`config.mk`:
```
export PLATFORM = sky130hd
export DESIGN_NAME = tdce_ctrl
export DESIGN_NICKNAME = d
export VERILOG_FILES = /design/src/hw/rtl/tdce_pkg.sv /design/src/hw/rtl/tdce_ctrl.sv
export SDC_FILE = /design/constraint.sdc
export NUM_CORES = 1
export LEC_CHECK = 0
export ABC_AREA = 1
export BUFFER_PORTS_ARGS = -buffer_cell sky130_fd_sc_hd__clkbuf_2
export CAP_MARGIN = 10
export CORE_AREA = 2 2 39 41
export CTS_CLUSTER_SIZE = 25
export DETAILED_ROUTE_END_ITERATION = 8
export DIE_AREA = 0 0 41 43
export GPL_TIMING_DRIVEN = 0
export PLACE_DENSITY_LB_ADDON = 0.3
export SETUP_SLACK_MARGIN = 0.5
export SYNTH_ARGS = -nofsm -noshare
export SYNTH_HDL_FRONTEND = slang
export SYNTH_SLANG_ARGS = --single-unit
export TNS_END_PERCENT = 100
```
`constraint.sdc`:
```
create_clock -name clk -period 1.15 [get_ports clk]
set_input_delay 0.1725 -clock clk [delete_from_list [all_inputs] [get_ports clk]]
set_output_delay 0.1725 -clock clk [all_outputs]
set_load 0.1 [all_outputs]
```
`src/hw/rtl/tdce_pkg.sv`:
```
// ----------------------------------------------------------------------------
// tdce_pkg
// Shared constants, codes and controller/datapath signal groups for the
// torus degree-capped edge selector.
// ----------------------------------------------------------------------------
package tdce_pkg;

  localparam int SIDE_MAX_DEF = 64;

  localparam int EDGE_W     = 13;
  localparam int TYPE_W     = 2;
  localparam int COUNT_W    = 13;
  localparam int NODE_CNT_W = 3;
  localparam int SIDE_W     = 7;
  localparam int TARGET_W   = 3;
  localparam int CFG_IDX_W  = 1;
  localparam int CFG_DATA_W = SIDE_W;

  localparam logic [SIDE_W-1:0]   SIDE_RST   = 7'd64;
  localparam logic [TARGET_W-1:0] TARGET_RST = 3'd2;

  localparam logic [TYPE_W-1:0] TYPE_ONE = 2'd1;
  localparam logic [TYPE_W-1:0] TYPE_TWO = 2'd2;

  localparam logic [CFG_IDX_W-1:0] REG_SIDE   = 1'd0;
  localparam logic [CFG_IDX_W-1:0] REG_TARGET = 1'd1;

  typedef struct packed {
    logic load;
    logic prep;
    logic div_step;
    logic rd1;
    logic rd2;
    logic judge;
    logic wr2;
    logic sweep;
    logic scan_count;
    logic out_load;
  } cmd_t;

  typedef struct packed {
    logic div_end;
    logic sweep_end;
    logic last;
    logic out_free;
  } status_t;

endpackage

```
`src/hw/rtl/tdce_ctrl.sv`:
```
// ----------------------------------------------------------------------------
// tdce_ctrl
// Sequencer: clearing pass, per-edge division and counter update, node scan.
// ----------------------------------------------------------------------------
module tdce_ctrl (
  input  logic              clk,
  input  logic              rst,
  input  logic              in_valid,
  output logic              in_ready,
  input  tdce_pkg::status_t status,
  output tdce_pkg::cmd_t    cmd
);
  import tdce_pkg::*;

  localparam logic [3:0] S_CLEAR  = 4'd0;
  localparam logic [3:0] S_IDLE   = 4'd1;
  localparam logic [3:0] S_PREP   = 4'd2;
  localparam logic [3:0] S_DIV    = 4'd3;
  localparam logic [3:0] S_RD1    = 4'd4;
  localparam logic [3:0] S_RD2    = 4'd5;
  localparam logic [3:0] S_JUDGE  = 4'd6;
  localparam logic [3:0] S_WR2    = 4'd7;
  localparam logic [3:0] S_SCAN   = 4'd8;
  localparam logic [3:0] S_TAIL   = 4'd9;
  localparam logic [3:0] S_FINISH = 4'd10;

  logic [3:0] state;
  logic [3:0] state_next;

  always_ff @(posedge clk) begin
    if (rst) begin
      state <= S_CLEAR;
    end else begin
      state <= state_next;
    end
  end

  always_comb begin
    state_next = state;
    cmd        = '0;
    in_ready   = 1'b0;
    case (state)
      S_CLEAR: begin
        cmd.sweep = 1'b1;
        if (status.sweep_end) state_next = S_IDLE;
      end
      S_IDLE: begin
        in_ready = 1'b1;
        if (in_valid) begin
          cmd.load   = 1'b1;
          state_next = S_PREP;
        end
      end
      S_PREP: begin
        cmd.prep   = 1'b1;
        state_next = S_DIV;
      end
      S_DIV: begin
        cmd.div_step = 1'b1;
        if (status.div_end) state_next = S_RD1;
      end
      S_RD1: begin
        cmd.rd1    = 1'b1;
        state_next = S_RD2;
      end
      S_RD2: begin
        cmd.rd2    = 1'b1;
        state_next = S_JUDGE;
      end
      S_JUDGE: begin
        cmd.judge  = 1'b1;
        state_next = S_WR2;
      end
      S_WR2: begin
        cmd.wr2    = 1'b1;
        state_next = status.last ? S_SCAN : S_FINISH;
      end
      S_SCAN: begin
        cmd.sweep      = 1'b1;
        cmd.scan_count = 1'b1;
        if (status.sweep_end) state_next = S_TAIL;
      end
      S_TAIL: begin
        state_next = S_FINISH;
      end
      S_FINISH: begin
        if (status.out_free) begin
          cmd.out_load = 1'b1;
          state_next   = S_IDLE;
        end
      end
      default: begin
        state_next = S_IDLE;
      end
    endcase
  end

endmodule

```
==> summary.md <==
| Metric | Value |
|---|---|
| Io pins | `18` |
| Cells after synthesis | `66` |
| Worst Setup EP | `cmd[0]` |
| VDD IR max | `approximately 890 uV` |
| PortBufs | `17` |
| Core Rows | `14` |
| Area after DPL | `about 600 um2` |
| Largest family of logic cells by synthesized area | `simple AND/OR/NAND/NOR gates` |
| Layout cells sized above 1 | `0.695` |
| Worst setup margin | `-0.255 ns` |
| Die height | `between 40 and 50 um` |
| Total CTS buffers | `3` |
| Final hold vios | `0` |
| Relative slew slack | `0.878` |
| Register area share after synthesis | `0.226` |
| Worst setup EP type | `output pin` |
| RSZ-0062 raised after global routing | `yes` |
| Clock Path Buffers | `2` |
| Via count | `524` |
| Worst-margin pin slew | `0.182 ns` |
| Clock Latency Late Sink | `around 0.23 ns` |
| Clk_skew | `~0.0051 ns` |
| Distinct cells, synth | `13` |
| Failing checks | `negative setup slack` |
| Antenna diode count | `0` |
| Compound-Gate Fraction of Synth Area | `0.0883` |
| Starting density of the core | `0.256` |
| Critical path peak fanout | `8` |
| Outcome | `finished with violations` |
| Required @ worst endpoint | `0.98 ns` |
| DRC | `0` |
| Number of synthesized register bits | `4` |
| Mux cell area share after synthesis | `0` |
| Final Slew Violations | `0` |
| DR pass1 iterations | `4` |
| Critical path origin | `state[1]` |
| Die Wd | `roughly 41 um` |
| # H-tree levels | `1` |
| Max FFs per register | `4` |
| Setup tns final | `-2.52 ns` |
| R2r setup slk | `-0.05 ns` |
| CP Launch Type | `flip-flop` |
| Mean Syn Cell Area | `5.36 um2` |
| Top reg by flops | `state` |
| Global-route wire length before repair | `2.38 mm` |
| Power Density | `2020 nW/um2` |
| Synth Net Count | `73` |
| RR Startpoint | `state[1]` |
| CTS tree | `built` |
| Hold Path Class | `in -> reg` |
| Final WL | `roughly 1.5 mm` |
| Placer congestion estimate | `about 0.72` |
| Final number of setup-violating endpoints | `14` |
| Root Driver | `clkbuf_4` |
| Biggest regs | `state: 4 flops` |
| Clk sinks | `4` |
| Maxcap violations | `0` |
| Final ANT Viol Nets | `0` |
| Largest net degree at the start of global routing | `9` |
| Depth of the most critical reg-to-reg path | `7` |
| Iter 0 DRT Violations | `2` |
| Synth Cell Area | `354 um2` |
| R2r endpoint | `state[1]` |
| Post-DP HPWL | `782 um` |
| Static leakage | `about 0.00041 uW` |
| Area Growth Syn to Fin | `166%` |
| Grt ovf | `0` |
| Initial antenna violation count | `0` |
| Arrival time of the worst setup path | `1.23 ns` |
| Post-Synth Simple-Gate Area | `0.537` |
| Core area | `approximately 1400 um2` |
| Fin crit period | `~1.4 ns` |
| Post-Synth Adder-Cell Area | `0` |
| Area of the die | `1760 um2` |
| Post-synthesis xor/xnor area fraction | `0` |
| Vias per cell | `between 4 and 5` |
| Hold-critical path depth | `2` |
| Total Routing Usage GR | `0.202` |
| Final instance area | `~940 um2` |
| DR WL/cell | `approximately 14 um` |
| F_max | `0.712 GHz` |
| YS warnings | `0` |
| Worst-path clk slew | `around 0.04 ns` |
| Core Util, Final | `0.682` |
| Crit Path Category | `reg -> out` |
| Nets | `between 100 and 150` |
| Tcrit/Tclk final | `1.22` |
| Vias in the first global route | `~570` |
==> timing repair <==
| item | in CTS | in global routing |
|---|---|---|
| buffers inserted | 8 | 1 |
| resized for setup | 39 | 3 |
| pin swaps | 9 | 4 |
| setup endpoints to repair | 15 | 15 |
| hold buffers | 0 | 0 |
==> worst max-delay path, stage by stage (launching register included) <==
cell	delay (ns)
dfxtp_4	0.42
nand2_4	0.11
nor3_4	0.23
clkbuf_16	0.23
==> logic make-up (layout without fill, tap and decap cells) <==
group,count (synthesis),count (layout)
buf+inv,14,43
flops,4,4
compound gates,6,6
simple gates,42,42
==> worst min-delay path by stage <==
stage          start        to  slack, ns
6_report         rst  state[1]       0.12
5_1_grt          rst  state[1]       0.13
4_1_cts          rst  state[1]       0.12
3_5_place_dp     rst  state[1]       0.36
3_3_place_gp     rst  state[1]       0.36
2_1_floorplan    rst  state[1]       0.23
==> through the flow <==
stage / instances / hold WS, ns / power (uW) / setup WS (ns)
after floorplan: 66 / 0.232 / 1220 / -0.358
after global placement: 99 / 0.359 / 1340 / -0.278
after detailed placement: 99 / 0.362 / 1350 / -0.294
after CTS: 110 / 0.116 / 1870 / -0.242
after global routing: 111 / 0.131 / 2000 / -0.307
final: 111 / 0.121 / 1910 / -0.255
==> power by group <==
part           internal, uW  switching (uW)  total, uW
logic                   534             918       1450
registers               190             100        291
clock network           116            50.4        167
==> routing by layer <==
metal  track usage  routed length, um  vias to the layer above  share of wire
met1         0.177                528                      244           0.35
li1              -                  -                      264              -
met4         0.100                 23                        0          0.015
met2         0.388                928                       14           0.61
met3        0.0366                 41                        2          0.027
met5             0                  0                        -              0
==> placed cells by master, fill, tap and decap left out, types with 4 or more instances in the layout <==
cell	synthesis	routed
nor2_4	1	14
clkbuf_16	0	11
nand2_1	15	9
buf_4	0	7
clkbuf_2	0	6
inv_2	5	5
nor2_1	13	5
inv_4	0	4
nand2_2	0	4
inv_1	9	4
nand3_1	5	4
dfxtp_4	0	4
==> area by class of cell <==
cell class	instances	area, um2
clock buffer	3	22.5
fill	100	440
inverter	14	66.3
tap	16	20.0
timing repair buffer	26	380
sequential	4	95.1
multi-input combinational	48	359
==> Yosys cell counts, drive strengths merged <==
cell type	count	share of area
inv	14	0.15
a31oi	1	0.018
nand2	15	0.16
nand3	5	0.071
o21ai	3	0.042
nand3b	1	0.021
dfxtp	4	0.23
a21oi	2	0.028
nor3	2	0.028
nor2	19	0.26
No activity file was read; power rests on OpenSTA's default activity.
